### src/rtl/wavp_pkg.sv
// Shared types and constants for the WAV header parser.
// Phase codes, error codes, register indexes and RIFF tag words.
// No dependencies.
package wavp_pkg;

    // RIFF tags, little-endian byte order packed into one word
    localparam logic [31:0] TAG_RIFF     = 32'h4646_4952;
    localparam logic [31:0] TAG_WAVE     = 32'h4556_4157;
    localparam logic [31:0] TAG_FMT      = 32'h2074_6D66;
    localparam logic [31:0] TAG_DATA     = 32'h6174_6164;
    localparam logic [31:0] FMT_BASE_LEN = 32'd16;

    // register reset values
    localparam logic [15:0] RST_FORMAT   = 16'd1;
    localparam logic [15:0] RST_CHANNELS = 16'd1;
    localparam logic [31:0] RST_RATE     = 32'd22050;
    localparam logic [15:0] RST_ALIGN    = 16'd1;

    // configuration register indexes
    localparam logic [7:0] CFG_FORMAT   = 8'd0;
    localparam logic [7:0] CFG_CHANNELS = 8'd1;
    localparam logic [7:0] CFG_RATE     = 8'd2;
    localparam logic [7:0] CFG_ALIGN    = 8'd3;

    // latched error codes
    localparam logic [2:0] ERR_NONE      = 3'd0;
    localparam logic [2:0] ERR_TAG       = 3'd1;
    localparam logic [2:0] ERR_FORMAT    = 3'd2;
    localparam logic [2:0] ERR_EARLY_END = 3'd3;
    localparam logic [2:0] ERR_PAST_END  = 3'd4;

    typedef enum logic [16:0] {
        PH_RIFF       = 17'h0_0001,
        PH_RIFF_LEN   = 17'h0_0002,
        PH_WAVE       = 17'h0_0004,
        PH_FMT        = 17'h0_0008,
        PH_FMT_LEN    = 17'h0_0010,
        PH_FORMAT     = 17'h0_0020,
        PH_CHANNELS   = 17'h0_0040,
        PH_RATE       = 17'h0_0080,
        PH_AVG        = 17'h0_0100,
        PH_ALIGN      = 17'h0_0200,
        PH_BITS       = 17'h0_0400,
        PH_FMT_EXTRA  = 17'h0_0800,
        PH_CHUNK_ID   = 17'h0_1000,
        PH_CHUNK_LEN  = 17'h0_2000,
        PH_CHUNK_SKIP = 17'h0_4000,
        PH_DATA_LEN   = 17'h0_8000,
        PH_DATA       = 17'h1_0000
    } t_phase;

    typedef struct packed {
        logic [15:0] format;
        logic [15:0] channels;
        logic [31:0] rate;
        logic [15:0] align;
    } t_cfg;

    typedef struct packed {
        logic [7:0] sample;
        logic       sample_valid;
        logic       last_sample;
        logic       header_done;
        logic [2:0] error_code;
    } t_result;

    // byte idx of a packed tag word
    function automatic logic [7:0] tag_byte(input logic [31:0] word, input logic [1:0] idx);
        logic [7:0] b;
        case (idx)
            2'd0:    b = word[7:0];
            2'd1:    b = word[15:8];
            2'd2:    b = word[23:16];
            default: b = word[31:24];
        endcase
        return b;
    endfunction

endpackage

### src/rtl/wavp_cfg.sv
// Configuration register bank for the WAV header parser.
// Depends on wavp_pkg.
module wavp_cfg (
    input  logic               i_clk,
    input  logic               i_rst_n,
    input  logic               i_cfg_valid,
    input  logic [7:0]         i_cfg_index,
    input  logic [31:0]        i_cfg_data,
    output logic               o_cfg_ready,
    output wavp_pkg::t_cfg     o_cfg
);
    import wavp_pkg::*;

    t_cfg r_cfg;

    assign o_cfg_ready = 1'b1;
    assign o_cfg       = r_cfg;

    always_ff @(posedge i_clk) begin
        if (!i_rst_n) begin
            r_cfg.format   <= RST_FORMAT;
            r_cfg.channels <= RST_CHANNELS;
            r_cfg.rate     <= RST_RATE;
            r_cfg.align    <= RST_ALIGN;
        end else if (i_cfg_valid) begin
            case (i_cfg_index)
                CFG_FORMAT:   r_cfg.format   <= i_cfg_data[15:0];
                CFG_CHANNELS: r_cfg.channels <= i_cfg_data[15:0];
                CFG_RATE:     r_cfg.rate     <= i_cfg_data;
                CFG_ALIGN:    r_cfg.align    <= i_cfg_data[15:0];
                default: begin
                end
            endcase
        end
    end

endmodule

### src/rtl/wavp_core.sv
// Parser state and next-state logic: one file byte per accepted word.
// Depends on wavp_pkg.
module wavp_core (
    input  logic                i_clk,
    input  logic                i_rst_n,
    input  logic                i_accept,
    input  logic [7:0]          i_byte,
    input  logic                i_end,
    input  wavp_pkg::t_cfg      i_cfg,
    output wavp_pkg::t_result   o_res
);
    import wavp_pkg::*;

    t_phase      r_phase, n_phase;
    logic [1:0]  r_idx, n_idx;
    logic [31:0] r_fv, n_fv;
    logic [31:0] r_fmt_len, n_fmt_len;
    logic [31:0] r_skip, n_skip;
    logic [31:0] r_data, n_data;
    logic [2:0]  r_error, n_error;
    logic        r_mismatch, n_mismatch;

    logic [31:0] col_val;
    logic        done4, done2;
    logic [1:0]  idx_inc;
    logic [31:0] tag_word;
    t_phase      tag_next;
    logic [31:0] skip_dec;

    // little-endian field assembly
    assign col_val  = (r_idx == 2'd0) ? {24'd0, i_byte}
                                      : (r_fv | ({24'd0, i_byte} << {r_idx, 3'b000}));
    assign done4    = (r_idx == 2'd3);
    assign done2    = (r_idx != 2'd0);
    assign idx_inc  = r_idx + 2'd1;
    assign skip_dec = r_skip - {31'd0, (r_skip != 32'd0)};

    always_comb begin
        case (r_phase)
            PH_RIFF: begin
                tag_word = TAG_RIFF;
                tag_next = PH_RIFF_LEN;
            end
            PH_WAVE: begin
                tag_word = TAG_WAVE;
                tag_next = PH_FMT;
            end
            default: begin
                tag_word = TAG_FMT;
                tag_next = PH_FMT_LEN;
            end
        endcase
    end

    always_comb begin
        n_phase    = r_phase;
        n_idx      = r_idx;
        n_fv       = r_fv;
        n_fmt_len  = r_fmt_len;
        n_skip     = r_skip;
        n_data     = r_data;
        n_error    = r_error;
        n_mismatch = r_mismatch;
        o_res      = '0;

        if (r_error == ERR_NONE) begin
            if (i_end) begin
                if (r_phase != PH_DATA) begin
                    n_error = ERR_EARLY_END;
                end
            end else if (r_phase == PH_DATA) begin
                if (r_data == 32'd0) begin
                    n_error = ERR_PAST_END;
                end else begin
                    o_res.sample       = i_byte;
                    o_res.sample_valid = 1'b1;
                    o_res.last_sample  = (r_data == 32'd1);
                    n_data             = r_data - 32'd1;
                end
            end else begin
                case (r_phase)
                    PH_RIFF, PH_WAVE, PH_FMT: begin
                        if (i_byte != tag_byte(tag_word, r_idx)) begin
                            n_error = ERR_TAG;
                        end else if (done4) begin
                            n_idx   = 2'd0;
                            n_phase = tag_next;
                        end else begin
                            n_idx = idx_inc;
                        end
                    end
                    PH_RIFF_LEN, PH_AVG: begin
                        n_fv  = col_val;
                        n_idx = done4 ? 2'd0 : idx_inc;
                        if (done4) begin
                            n_phase = (r_phase == PH_AVG) ? PH_ALIGN : PH_WAVE;
                        end
                    end
                    PH_FMT_LEN: begin
                        n_fv  = col_val;
                        n_idx = done4 ? 2'd0 : idx_inc;
                        if (done4) begin
                            n_fmt_len = col_val;
                            n_phase   = PH_FORMAT;
                        end
                    end
                    PH_FORMAT: begin
                        n_fv  = col_val;
                        n_idx = done2 ? 2'd0 : idx_inc;
                        if (done2) begin
                            if (col_val != {16'd0, i_cfg.format}) n_mismatch = 1'b1;
                            n_phase = PH_CHANNELS;
                        end
                    end
                    PH_CHANNELS: begin
                        n_fv  = col_val;
                        n_idx = done2 ? 2'd0 : idx_inc;
                        if (done2) begin
                            if (col_val != {16'd0, i_cfg.channels}) n_mismatch = 1'b1;
                            n_phase = PH_RATE;
                        end
                    end
                    PH_RATE: begin
                        n_fv  = col_val;
                        n_idx = done4 ? 2'd0 : idx_inc;
                        if (done4) begin
                            // format/channel mismatch reported together with rate
                            if (r_mismatch || (col_val != i_cfg.rate)) n_error = ERR_FORMAT;
                            n_phase = PH_AVG;
                        end
                    end
                    PH_ALIGN: begin
                        n_fv  = col_val;
                        n_idx = done2 ? 2'd0 : idx_inc;
                        if (done2) begin
                            if (col_val != {16'd0, i_cfg.align}) n_error = ERR_FORMAT;
                            n_phase = PH_BITS;
                        end
                    end
                    PH_BITS: begin
                        n_fv  = col_val;
                        n_idx = done2 ? 2'd0 : idx_inc;
                        if (done2) begin
                            if (r_fmt_len > FMT_BASE_LEN) begin
                                n_skip  = r_fmt_len - FMT_BASE_LEN;
                                n_phase = PH_FMT_EXTRA;
                            end else begin
                                n_phase = PH_CHUNK_ID;
                            end
                        end
                    end
                    PH_FMT_EXTRA, PH_CHUNK_SKIP: begin
                        n_skip = skip_dec;
                        if (skip_dec == 32'd0) n_phase = PH_CHUNK_ID;
                    end
                    PH_CHUNK_ID: begin
                        n_fv  = col_val;
                        n_idx = done4 ? 2'd0 : idx_inc;
                        if (done4) begin
                            n_phase = (col_val == TAG_DATA) ? PH_DATA_LEN : PH_CHUNK_LEN;
                        end
                    end
                    PH_CHUNK_LEN: begin
                        n_fv  = col_val;
                        n_idx = done4 ? 2'd0 : idx_inc;
                        if (done4) begin
                            n_skip  = col_val;
                            n_phase = (col_val == 32'd0) ? PH_CHUNK_ID : PH_CHUNK_SKIP;
                        end
                    end
                    PH_DATA_LEN: begin
                        n_fv  = col_val;
                        n_idx = done4 ? 2'd0 : idx_inc;
                        if (done4) begin
                            n_data  = col_val;
                            n_phase = PH_DATA;
                        end
                    end
                    default: begin
                    end
                endcase
            end
        end

        o_res.header_done = (n_phase == PH_DATA);
        o_res.error_code  = n_error;
    end

    always_ff @(posedge i_clk) begin
        if (!i_rst_n) begin
            r_phase    <= PH_RIFF;
            r_idx      <= 2'd0;
            r_fv       <= '0;
            r_fmt_len  <= '0;
            r_skip     <= '0;
            r_data     <= '0;
            r_error    <= ERR_NONE;
            r_mismatch <= 1'b0;
        end else if (i_accept) begin
            r_phase    <= n_phase;
            r_idx      <= n_idx;
            r_fv       <= n_fv;
            r_fmt_len  <= n_fmt_len;
            r_skip     <= n_skip;
            r_data     <= n_data;
            r_error    <= n_error;
            r_mismatch <= n_mismatch;
        end
    end

    a_err_sticky: assert property (@(posedge i_clk) disable iff (!i_rst_n)
        (r_error != ERR_NONE) |=> (r_error == $past(r_error)))
        else $error("latched error changed");

    a_phase_frozen: assert property (@(posedge i_clk) disable iff (!i_rst_n)
        (r_error != ERR_NONE) |=> $stable(r_phase))
        else $error("phase moved after error");

    a_sample_in_data: assert property (@(posedge i_clk) disable iff (!i_rst_n)
        (i_accept && o_res.sample_valid) |-> (r_phase == PH_DATA && r_data != 32'd0))
        else $error("sample outside data chunk");

    a_last_when_one: assert property (@(posedge i_clk) disable iff (!i_rst_n)
        o_res.last_sample |-> (o_res.sample_valid && r_data == 32'd1))
        else $error("last sample flag without final byte");

endmodule

### src/rtl/wav_header_parser.sv
// Top level of the WAV header parser: handshakes, output register.
// Depends on wavp_pkg, wavp_cfg and wavp_core.
//
// Usage:
//   Input channel: one file byte per word (i_file_byte) with i_stream_end
//   flagging that the source has run dry. A word is taken on a rising edge
//   with i_in_valid high and o_in_stall low.
//   Output channel: exactly one result word per input word (sample byte,
//   sample/last flags, header_done, latched error code), taken on a rising
//   edge with o_out_valid high and i_out_stall low.
//   Config channel: i_cfg_valid/o_cfg_ready with a register index and data;
//   ready is always high. Write only while the parser is idle.
// Timing and throughput:
//   A result is registered in the cycle after its byte is taken. One byte per
//   cycle sustained while i_out_stall is low: the whole parse step is one pass
//   of compare/decrement logic between the parser state and output registers.
// Reset (synchronous, active low): parser returns to expecting the RIFF tag,
//   errors clear, registers return to PCM / 1 channel / 22050 Hz / align 1,
//   and the output register empties.
// Stall: while the output word waits under i_out_stall, o_in_stall is high and
//   no byte is taken; once the output word leaves, a new byte may be taken in
//   the same cycle.
module wav_header_parser (
    input  logic        i_clk,
    input  logic        i_rst_n,
    // byte input
    input  logic        i_in_valid,
    output logic        o_in_stall,
    input  logic [7:0]  i_file_byte,
    input  logic        i_stream_end,
    // result output
    output logic        o_out_valid,
    input  logic        i_out_stall,
    output logic [7:0]  o_sample,
    output logic        o_sample_valid,
    output logic        o_last_sample,
    output logic        o_header_done,
    output logic [2:0]  o_error_code,
    // configuration writes
    input  logic        i_cfg_valid,
    output logic        o_cfg_ready,
    input  logic [7:0]  i_cfg_index,
    input  logic [31:0] i_cfg_data
);
    import wavp_pkg::*;

    t_cfg    cfg;
    t_result res;
    t_result r_res;
    logic    r_out_valid;
    logic    accept;

    // take a byte whenever the output slot is empty or draining this cycle
    assign o_in_stall = r_out_valid && i_out_stall;
    assign accept     = i_in_valid && !o_in_stall;

    wavp_cfg u_cfg (
        .i_clk       (i_clk),
        .i_rst_n     (i_rst_n),
        .i_cfg_valid (i_cfg_valid),
        .i_cfg_index (i_cfg_index),
        .i_cfg_data  (i_cfg_data),
        .o_cfg_ready (o_cfg_ready),
        .o_cfg       (cfg)
    );

    wavp_core u_core (
        .i_clk    (i_clk),
        .i_rst_n  (i_rst_n),
        .i_accept (accept),
        .i_byte   (i_file_byte),
        .i_end    (i_stream_end),
        .i_cfg    (cfg),
        .o_res    (res)
    );

    always_ff @(posedge i_clk) begin
        if (!i_rst_n) begin
            r_out_valid <= 1'b0;
        end else if (accept) begin
            r_out_valid <= 1'b1;
        end else if (!i_out_stall) begin
            r_out_valid <= 1'b0;
        end
    end

    // result payload, no reset needed
    always_ff @(posedge i_clk) begin
        if (accept) begin
            r_res <= res;
        end
    end

    assign o_out_valid    = r_out_valid;
    assign o_sample       = r_res.sample;
    assign o_sample_valid = r_res.sample_valid;
    assign o_last_sample  = r_res.last_sample;
    assign o_header_done  = r_res.header_done;
    assign o_error_code   = r_res.error_code;

    a_sample_after_header: assert property (@(posedge i_clk) disable iff (!i_rst_n)
        (r_out_valid && r_res.sample_valid) |-> (r_res.header_done && r_res.error_code == ERR_NONE))
        else $error("sample word without completed header");

    a_no_take_while_held: assert property (@(posedge i_clk) disable iff (!i_rst_n)
        (r_out_valid && i_out_stall) |=> (r_out_valid && $stable(r_res)))
        else $error("held result overwritten");

endmodule
### config.mk
export PLATFORM = sky130hd
export DESIGN_NAME = wav_header_parser
export DESIGN_NICKNAME = d
export VERILOG_FILES = /design/src/rtl/wavp_pkg.sv /design/src/rtl/wavp_cfg.sv /design/src/rtl/wavp_core.sv /design/src/rtl/wav_header_parser.sv
export SDC_FILE = /design/constraint.sdc
export NUM_CORES = 1
export LEC_CHECK = 0
export ABC_AREA = 1
export BUFFER_PORTS_ARGS = -buffer_cell sky130_fd_sc_hd__buf_2
export CORE_MARGIN = 5
export CORE_UTILIZATION = 40
export CTS_BUF_LIST = sky130_fd_sc_hd__clkbuf_8 sky130_fd_sc_hd__clkbuf_16
export CTS_CLUSTER_DIAMETER = 120
export DETAILED_ROUTE_END_ITERATION = 10
export HOLD_SLACK_MARGIN = 0.06
export PLACE_DENSITY = 0.58
export SETUP_SLACK_MARGIN = 0.3
export SLEW_MARGIN = 15
export SYNTH_ARGS = -nofsm -noshare
export SYNTH_HDL_FRONTEND = slang
export SYNTH_SLANG_ARGS = --single-unit
### constraint.sdc
create_clock -name i_clk -period 4.4 [get_ports i_clk]
set_input_delay 0.66 -clock i_clk [delete_from_list [all_inputs] [get_ports i_clk]]
set_output_delay 0.66 -clock i_clk [all_outputs]
set_load 0.02 [all_outputs]
**Word-level counts from Yosys, hierarchy flattened**

Cells that the tools add are included.

- Bits in latches: 0
- Memory bits (read-only): 0
- Register bits after elaboration: 246
- Output and inout port bits: 17
- Word-level logic and storage cells: 164
- Bits in writable memories: 0
- Memories kept: 0
- Input bits: 54

- Shift-type cells: 1
- Multipliers: 0
- Bitwise gates (word level): 4
- Div/mod/pow operators: 0
- Reduce and logical (&&, ||, !) cells: 35
- Equality and inequality tests: 42
- Add/subtract/negate cells: 4
- $lt $le $gt $ge: 1
- Muxes and demuxes: 59

Operator list:

| operator | count |
|---|---|
| 17-bit 2-to-1 mux | 16 |
| 32-bit 2-to-1 mux | 7 |
| 17-bit case mux with 12 select lines | 1 |
| 32-bit logical NOT | 3 |
| 32-bit by 16-bit != test with 1-bit output | 3 |
| 32-bit case mux with 3 select lines | 1 |
| 31-bit case mux with 2 select lines | 1 |
| 17-bit == test, second input constant | 2 |
| 32-bit by 1-bit == test with 1-bit output, second input constant | 1 |
| 32-bit by 31-bit == test with 1-bit output, second input constant | 1 |
| 32-bit by 5-bit greater-than comparator with 1-bit output, second input constant | 1 |
| 8-bit 2-to-1 mux | 4 |
| 32-bit != test | 1 |
| 32-bit OR | 1 |
| 32-bit nonzero test | 1 |
| 8-bit by 5-bit left shift with 32-bit output | 1 |
| 32-bit by 1-bit subtractor with 32-bit output | 1 |
| 32-bit by 1-bit subtractor with 32-bit output, second input constant | 1 |
| 32-bit by 5-bit subtractor with 32-bit output, second input constant | 1 |
| 3-bit 2-to-1 mux | 10 |
| 8-bit case mux with 3 select lines | 1 |
| 6-bit AND reduction | 3 |
| 17-bit by 1-bit == test with 1-bit output, second input constant | 1 |
| 17-bit by 10-bit == test with 1-bit output, second input constant | 1 |
| other kinds (51) | 82 |

**Depth between registers and ports, before layout**

Gate-level depths: netlist of run 1.

- Word-level depth: 14
- Depth in mapped cells: 28
- Gate-level depth less buffers: 28

**Cells and area by module**

Synthesis of run 1 repeated with hierarchy kept, for this count alone.

- Cell total of the unflattened synthesis: 2457
- Area total of the unflattened synthesis: 15904.0 um^2

Modules (own cells, without submodules):

| module | times used | cells each | area an instance (um^2) |
|---|---|---|---|
| wavp_core | 1 | 1955 | 12039.0 |
| wavp_cfg | 1 | 481 | 3392.0 |
| wav_header_parser | 1 | 21 | 473.0 |

**Worst setup path after synthesis of run 1**

No wires, ideal clock.

- Path kind: register to register
- Start: register u_core.r_skip[8]
- End: register r_res, in the netlist o_header_done (data pin)
- Path slack: 1.237 ns
- Clock period less this slack: 3.163 ns
- Arrival time: 3.025 ns
- Cell stages (with the launch flop): 23
- Cells stage by stage: dfxtp_1 -> nor2_1 -> nand2_1 -> nor2_1 -> nand2_1 -> inv_1 -> nand4_1 -> ha_1 -> ha_1 -> nand2_1 -> nor2_4 -> nand2_1 -> xor2_1 -> nand3b_1 -> nor3_1 -> nand3_1 -> nand3_1 -> nand2_1 -> nand2_1 -> nand3_1 -> nor2_1 -> nand3_1 -> nor2_1

RTL lines:

| item | line | text |
|---|---|---|
| start, declared | wavp_core.sv:18 | `logic [31:0] r_skip, n_skip;` |
| start signal, assigned | wavp_core.sv:204 | `r_skip <= n_skip;` |
| end signal, assigned | wav_header_parser.sv:90 | `r_res <= res;` |
| end, declared | wav_header_parser.sv:49 | `t_result r_res;` |

==> results of run 1 <==
[per-stage QoR]
stage	setup slack [ns]	hold WS (ns)	power, uW	cells
after detailed placement	0.484	0.446	2830	2888
after global routing	0.313	0.366	5840	2949
after floorplan	1.24	0.423	2650	2373
final	0.648	0.353	5660	2949
after CTS	0.460	0.331	5700	2949
after global placement	0.489	0.442	2830	2888
[worst min path at each step]
stage	start	to	slack [ns]
after global placement	u_core.r_fv[23]	u_core.r_fv[23]	0.44
after global routing	i_cfg_data[30]	u_cfg.o_cfg[46]	0.37
after detailed placement	u_core.r_fv[10]	u_core.r_fv[10]	0.45
after floorplan	u_core.r_fv[17]	u_core.r_fv[17]	0.42
final	i_cfg_data[17]	u_cfg.o_cfg[33]	0.35
after CTS	i_cfg_data[17]	u_cfg.o_cfg[33]	0.33
[synthesized netlist by cell type (all sizes together), types with 38 or more instances]
| cell | number | area, sq um |
|---|---|---|
| inv | 266 | 998 |
| nor2 | 414 | 1620 |
| xnor2 | 46 | 403 |
| xor2 | 51 | 447 |
| dfxtp | 232 | 4640 |
| nand2 | 423 | 1620 |
| clkbuf | 71 | 268 |
| a21oi | 158 | 791 |
| nor3 | 42 | 215 |
| o21ai | 232 | 1180 |
| a211oi | 38 | 285 |
| nand3 | 149 | 791 |
| nand4 | 51 | 332 |
[cells by family (layout without fill, tap and decap cells)]
logic type                 count (synthesis)  in the layout  synth area share
AOI/OAI and AO/OA                        531            531             0.195
DFF                                      246            246             0.331
buffers and inverters                    369            434            0.0935
other                                      1              1          0.000245
and+or+nand+nor                         1119           1119             0.316
xor gates and xnor gates                  97             97            0.0555
adders and majority gates                 10             10           0.00818
[flip-flops by register name (all words and copies together) (netlist names)]
signal and cells:
o_error_code 3, o_header_done 1, o_last_sample 1, o_out_valid 1, o_sample 8, o_sample_valid 1
u_cfg.o_cfg 80, u_core.r_data 32, u_core.r_error 3, u_core.r_fmt_len 32, u_core.r_fv 32, u_core.r_idx 2
u_core.r_mismatch 1, u_core.r_phase 17, u_core.r_skip 32
[where the power goes]
group | switching, uW | internal (uW)
clock network | 1160 | 1720
logic | 352 | 135
registers | 26.7 | 2270
[cell type report]
type / instances / share of cell area
clock inverter: 18 / 0.0103
multi-input combinational: 1758 / 0.510
tap: 511 / 0.0369
sequential: 246 / 0.292
clock buffer: 43 / 0.0569
timing repair buffer: 104 / 0.0359
inverter: 269 / 0.0583
[per-layer routing]
| layer | track usage | wire (um) |
|---|---|---|
| met5 | 0 | 0 |
| met4 | 0.0938 | 1960 |
| met3 | 0.0407 | 3610 |
| met2 | 0.444 | 26800 |
| met1 | 0.366 | 26000 |
[worst register-to-register path: stages, from the launching register on]
cell and delay (ns):
sky130_fd_sc_hd__dfxtp_1 0.40, sky130_fd_sc_hd__nor2_1 0.09, sky130_fd_sc_hd__nand2_1 0.11, sky130_fd_sc_hd__nor2_2 0.06
sky130_fd_sc_hd__nand2_1 0.08, sky130_fd_sc_hd__inv_1 0.07, sky130_fd_sc_hd__nand4_1 0.09, sky130_fd_sc_hd__ha_2 0.27
sky130_fd_sc_hd__ha_1 0.26, sky130_fd_sc_hd__nand2_1 0.16, sky130_fd_sc_hd__nor2_4 0.28, sky130_fd_sc_hd__nand2_1 0.18
sky130_fd_sc_hd__xor2_1 0.29, sky130_fd_sc_hd__nand3b_1 0.14, sky130_fd_sc_hd__nor3_2 0.31, sky130_fd_sc_hd__nand3_1 0.23
sky130_fd_sc_hd__nand3_1 0.12, sky130_fd_sc_hd__nand2_1 0.06, sky130_fd_sc_hd__nand2_1 0.08, sky130_fd_sc_hd__nand3_1 0.08
sky130_fd_sc_hd__nor2_1 0.12, sky130_fd_sc_hd__nand3_1 0.08, sky130_fd_sc_hd__nor2_1 0.08
[what timing repair did]
item | CTS | global route
setup endpoints to repair | 0 | 4
endpoints found under the hold margin | 0 | 0
resized for setup | 0 | 3
==> results.txt, run 1 <==
----------------------------------------------------
[Outcome]
  Status ... finished clean

[Worst setup path]
  Setup slack on the worst flop-to-flop path ... ~0.65 ns
  WP buf/inv ... 1
  CP peak stage delay ... about 0.4 ns
  Crit-path slowest cell ... sky130_fd_sc_hd__dfxtp_1
  Crit path kind ... reg2reg
  CP Capture Point ... o_header_done
  Setup crit end kind ... flop
  Arrival time worst endpoint ... 4.17 ns
  Critical path launch point ... u_core.r_skip[8]
  Cell Chain, Critical Path ... nor2_1 -> nand2_1 -> nor2_2 -> nand2_1 -> inv_1 -> nand4_1 -> ha_2 -> ha_1 -> nand2_1 -> nor2_4 -> nand2_1 -> xor2_1 -> nand3b_1 -> nor3_2 -> nand3_1 -> nand3_1 -> nand2_1 -> nand2_1 -> nand3_1 -> nor2_1 -> nand3_1 -> nor2_1
  CP required ... 4.82 ns
  Cell family with the largest share of critical-path delay ... simple AND/OR/NAND/NOR gates
  Maximum fanout along the worst path ... 10
  Path length in cells of the critical path ... 22
  Endpoint of the worst register-to-register path ... o_header_done
  Type of origin of the critical path ... flop
  Most repeated library cell on the critical path ... sky130_fd_sc_hd__nand2_1
  Cell count of the worst reg-to-reg path ... 22
  Reg-to-Reg Start ... u_core.r_skip[8]

[Yosys]
  Cell Area, Synth ... ~15,000 sq um
  FFs w/ async S/R, synth ... 0
  Register bit count reported by yosys ... 246
  Post-synthesis sequential area ratio ... 0.331
  Cell variety after synth ... 54
  Yosys warning count ... 0
  Synthesized instance count ... roughly 2,400
  Average footprint of a synthesized cell ... between 6 and 7 sq um
  Post-synth EDFFs ... 14
  Main synth FF type ... sky130_fd_sc_hd__dfxtp_1
  Nets in the synthesized netlist ... ~2,400

[Drt]
  DR pass1 iterations ... 6
  Via count ... approximately 16,000
  # DRC ... 0
  ANT nets after route ... 0
  DRT Wirelength ... 58.4 mm
  Per-cell via count in the routed design ... 5.53
  Violation count after the first detailed-routing iteration ... 1,509
  Per-cell routed wire length ... ~20 um

[STA]
  RSZ-0062 raised after global routing ... false
  Hold violation total from the final report ... 0
  Headroom to the max-slew limit ... 0.233
  Fin crit share ... 0.853
  Shortest clock period the worst path allows after layout ... between 3 and 4 ns
  Sum of negative setup slack ... 0 ns
  Final Max Slew Viols ... 0
  Least-Margin Pin Slew ... ~1.1 ns
  Number of failing setup endpoints in the final timing report ... 0
  Final setup skew ... between 0.02 and 0.025 ns
  Achievable Freq ... 267 MHz

[Clock tree]
  Total of hold buffers inserted after clock tree synthesis ... 0
  Clock Latency Late Sink ... approximately 0.56 ns
  CTS tree ... yes
  Setup bufs post-CTS ... 0
  Total number of H-tree levels ... 2
  Clock-pin slew reported for the worst setup and hold paths after clock tree synthesis ... ~0.06 ns
  Longest Clk Path Bufs ... 3
  Library cell used as clock root buffer ... sky130_fd_sc_hd__clkbuf_16
  Sinks on Clock Net ... around 250
  Number of buffers created by CTS ... 34

[Power and ir drop]
  Power density cells ... ~330 nW/um^2
  Static leakage power ... ~0.008 uW
  VDD IR-drop max ... between 200 and 250 uV

[Finish]
  Share of cells above drive strength 1 ... 0.0886
  FF/Latch Area ... slightly above 5000 sq um
  Most frequent cells in the layout ... sky130_fd_sc_hd__nand2_1 (413), sky130_fd_sc_hd__nor2_1 (399), sky130_fd_sc_hd__inv_1 (265), sky130_fd_sc_hd__dfxtp_1 (232), sky130_fd_sc_hd__o21ai_0 (212)
  Layout Area Growth over Synthesis ... 13.3%
  Area used by multi-input combinational logic ... ~9000 sq um
  Total number of nets in the final design ... approximately 2,500
  Core Util, Final ... 0.459
  Final Instance Area ... approximately 17,000 sq um
  Inserted Diodes ... 0
  Filler Cells Inserted ... roughly 4,000
  Commonest non-fill, non-tap cell in the layout ... sky130_fd_sc_hd__nand2_1

[Global route]
  Overflow left after global routing ... 0
  Total routing usage reported by global routing ... 0.272
  Wire length of the first global-routing pass ... 89.4 mm
  Largest net degree at the start of global routing ... roughly 170
  Vias in the first global route ... roughly 15,000
  Number of antenna violations at the first check in global routing ... 0

[Floorplan]
  Horizontal extent of the die ... about 210 um
  Die ar. ... about 42,000 sq um
  Die extent in y ... 206 um
  Number of top-level pins ... 71
  Core outline area ... approximately 38,000 sq um
  Starting Density ... 0.405
  # rows ... a little over 70

[Min path]
  Class of the tightest hold or removal check ... in2reg
  Hold Path Depth ... 3

[Placement]
  Count of buffers from port buffering ... a little under 70
  DPL Wire Length ... approximately 43 mm
  RD Place Congestion ... between 0.9 and 1
  Cell area reported after detailed placement ... 16,200 sq um

[Flow run]
  Max_cap viols ... 0

----------------------------------------------------
Power figures use the tool's default switching activity.
==> inputs of run 2 (changes only) <==
--- a/config.mk
+++ b/config.mk
@@ -6,14 +6,14 @@
 export NUM_CORES = 1
 export LEC_CHECK = 0
 export ABC_AREA = 1
-export BUFFER_PORTS_ARGS = -buffer_cell sky130_fd_sc_hd__buf_2
 export CORE_MARGIN = 5
-export CORE_UTILIZATION = 40
+export CORE_UTILIZATION = 65
 export CTS_BUF_LIST = sky130_fd_sc_hd__clkbuf_8 sky130_fd_sc_hd__clkbuf_16
 export CTS_CLUSTER_DIAMETER = 120
 export DETAILED_ROUTE_END_ITERATION = 10
+export DONT_BUFFER_PORTS = 1
 export HOLD_SLACK_MARGIN = 0.06
-export PLACE_DENSITY = 0.58
+export PLACE_DENSITY = 0.83
 export SETUP_SLACK_MARGIN = 0.3
 export SLEW_MARGIN = 15
 export SYNTH_ARGS = -nofsm -noshare
==> run 2 against run 1 <==
Net effect: sequential share of layout area grew 1.5 points; first-iteration DRC count grew 62%; critical path type unchanged; global-route usage grew 11 points; utilization grew 25 points.
==> results.txt, run 2 (synthesis results as in run 1) <==
----------------------------------------------------
[Floorplan]
  Core outline area ... 23,300 sq um (-38%)
  Die ar. ... 26,700 sq um (-37%)
  Horizontal extent of the die ... 163 um (-21%)
  Die extent in y ... 163 um (-21%)
  # rows ... 56 (-21%)
  Starting Density ... 0.656 (+0.251)
  Number of top-level pins ... 71 (unchanged)

[Clock tree]
  Sinks on Clock Net ... 246 (unchanged)
  Library cell used as clock root buffer ... sky130_fd_sc_hd__clkbuf_16
  Longest Clk Path Bufs ... 3 (unchanged)
  Setup bufs post-CTS ... 0 (unchanged)
  Total number of H-tree levels ... 1 (-1)
  Number of buffers created by CTS ... 27 (-21%)
  Post-CTS sizing ... 0 (unchanged)
  Total of hold buffers inserted after clock tree synthesis ... 0 (unchanged)
  Clock-pin slew reported for the worst setup and hold paths after clock tree synthesis ... 0.06 ns (about the same)
  CTS tree ... yes
  Clock Latency Late Sink ... 0.57 ns (about the same)

[Finish]
  Total number of nets in the final design ... 2,392 (-3.4%)
  Layout Area Growth over Synthesis ... 7.80%
  Commonest non-fill, non-tap cell in the layout ... sky130_fd_sc_hd__nand2_1
  Share of cells above drive strength 1 ... 0.0519 (-0.0367)
  Inserted Diodes ... 0 (unchanged)
  Max reg flops ... 80 (unchanged)
  Most frequent cells in the layout ... sky130_fd_sc_hd__nand2_1 (413), sky130_fd_sc_hd__nor2_1 (400), sky130_fd_sc_hd__inv_1 (267), sky130_fd_sc_hd__dfxtp_1 (232), sky130_fd_sc_hd__o21ai_0 (212)

[Worst setup path]
  CP required ... 4.83 ns (about the same)
  Critical path launch point ... u_core.r_skip[10]
  Reg-to-Reg Start ... u_core.r_skip[10]
  Arrival time worst endpoint ... 4.14 ns (-0.03 ns)
  Crit path kind ... reg2reg
  Setup crit end kind ... flop
  Cell count of the worst reg-to-reg path ... 24 (+9.1%)
  Type of origin of the critical path ... flop
  CP Capture Point ... o_header_done
  CP peak stage delay ... 0.34 ns (-0.06 ns)
  Setup slack on the worst flop-to-flop path ... 0.69 ns (+0.05 ns)
  Most repeated library cell on the critical path ... sky130_fd_sc_hd__nand2_1
  Cell Chain, Critical Path ... nor2_1 -> nand2_1 -> nor2_1 -> nand2_1 -> inv_1 -> nand4_1 -> ha_1 -> ha_1 -> nand2_1 -> nor2_4 -> nand2_1 -> xor2_1 -> inv_1 -> nor2_1 -> nand3_1 -> nor2_1 -> nand4_1 -> nand2_1 -> nand3_2 -> nand2_1 -> nand2_1 -> nor2_1 -> nand3_1 -> nor2_1
  Maximum fanout along the worst path ... 10 (unchanged)
  Endpoint of the worst register-to-register path ... o_header_done
  Crit-path slowest cell ... sky130_fd_sc_hd__dfxtp_1

[STA]
  Final setup skew ... 0.0132 ns (-0.00743 ns)
  RSZ-0062 raised after global routing ... false
  Fin crit share ... 0.842 (-0.0105)
  Headroom to the max-slew limit ... 0.291 (+0.0578)
  Achievable Freq ... 270 MHz (+1.2%)
  Hold violation total from the final report ... 0 (unchanged)
  Shortest clock period the worst path allows after layout ... 3.71 ns (-0.0461 ns)
  Sum of negative setup slack ... 0 ns (unchanged)
  Final Max Slew Viols ... 0 (unchanged)
  Number of failing setup endpoints in the final timing report ... 0 (unchanged)
  Crit path setup slack, layout ... 0.694 ns (+0.0461 ns)
  Least-Margin Pin Slew ... 1.06 ns (-0.0862 ns)
  Hold_ws ... 0.198 ns (-0.154 ns)

[Drt]
  DRT Wirelength ... 52.5 mm (-10%)
  Via count ... 16,600 (+2.0%)
  ANT nets after route ... 0 (unchanged)
  Violation count after the first detailed-routing iteration ... 2,451 (+62%)
  Per-cell routed wire length ... 19.7 um (-0.56%)
  DR pass1 iterations ... 8 (+2)
  Per-cell via count in the routed design ... 6.24 (+13%)
  # DRC ... 0 (unchanged)

[Global route]
  Wire length of the first global-routing pass ... 82.5 mm (-7.7%)
  Largest net degree at the start of global routing ... 170 (+1.8%)
  Overflow left after global routing ... 0 (unchanged)
  Vias in the first global route ... 15,300 (+0.28%)
  Total routing usage reported by global routing ... 0.385 (+0.113)
  Number of antenna violations at the first check in global routing ... 0 (unchanged)

[Power and ir drop]
  VDD IR-drop max ... 361 uV (+74%)
  Static leakage power ... 0.00745 uW (-5.2%)
  Power density cells ... 318 nW/um^2 (-2.6%)

[Placement]
  Pre-CTS worst setup slack ... 0.754 ns (+0.270 ns)
  Count of buffers from port buffering ... 0 (-100%)
  DPL Wire Length ... 37.5 mm (-12%)
  RD Place Congestion ... 1.01 (+5.7%)

[Outcome]
  Status ... finished clean

[Min path]
  Class of the tightest hold or removal check ... in2reg

[Flow run]
  Max_cap viols ... 0 (unchanged)

----------------------------------------------------
run 2: cell count changes in the layout (fill, tap and decap cells not counted), sizes merged:
cell      before  now
buf          104   26
bufinv         2    6
clkbuf        43   33
clkinv        11    5
clkinvlp       1    0
inv          273  275
run 2: metal layers:
| layer | GRT usage | up-vias | share of wire |
|---|---|---|---|
| li1 | - | 7807 | - |
| met1 | 0.513 | 7550 | 0.39 |
| met2 | 0.610 | 1064 | 0.44 |
| met3 | 0.0749 | 221 | 0.11 |
| met4 | 0.167 | 0 | 0.052 |
| met5 | 0 | - | 0 |
run 2: report_power, final:
group	switching [uW]	total (uW)	internal [uW]
clock	981	2550	1570
sequential	37.1	2310	2270
combinational	278	386	108
run 2: how the worst min path moves through the flow:
stage                          startpoint           endpoint  slack [ns]  depth (start not counted)
final                             i_rst_n  u_core.r_phase[0]        0.20                          1
after global routing       i_cfg_data[14]    u_cfg.o_cfg[30]        0.20                          2
after CTS                         i_rst_n  u_core.r_phase[0]        0.21                          1
after detailed placement   u_core.r_fv[8]     u_core.r_fv[8]        0.44                          2
after global placement     u_core.r_fv[8]     u_core.r_fv[8]        0.44                          2
after floorplan           u_core.r_fv[17]    u_core.r_fv[17]        0.42                          2
run 2: metrics by stage:
stage          std cells   util  power [uW]  cell area, sq um
4_1_cts             2668  0.707        5240             16500
5_1_grt             2668  0.707        5390             16500
6_report            2668  0.707        5250             16500
3_3_place_gp        2618  0.664        2720             15500
3_5_place_dp        2618  0.664        2730             15500
2_1_floorplan       2373      -        2650             15300
run 2: worst max-delay path: cells and delay by family (launching register included):
family | cells | cell delay, ns
xor+xnor | 1 | 0.31
simple gates | 19 | 2.19
fa+ha+maj | 2 | 0.56
flops | 1 | 0.34
buf+inv | 2 | 0.17
run 2: layout make-up:
| type | count | area [sq um] |
|---|---|---|
| Clock buffer | 33 | 758 |
| Clock inverter | 17 | 246 |
| Fill cell | 2008 | 6840 |
| Inverter | 269 | 1010 |
| Multi-Input combinational cell | 1758 | 8820 |
| Sequential cell | 246 | 5060 |
| Tap cell | 319 | 399 |
| Timing Repair Buffer | 26 | 195 |
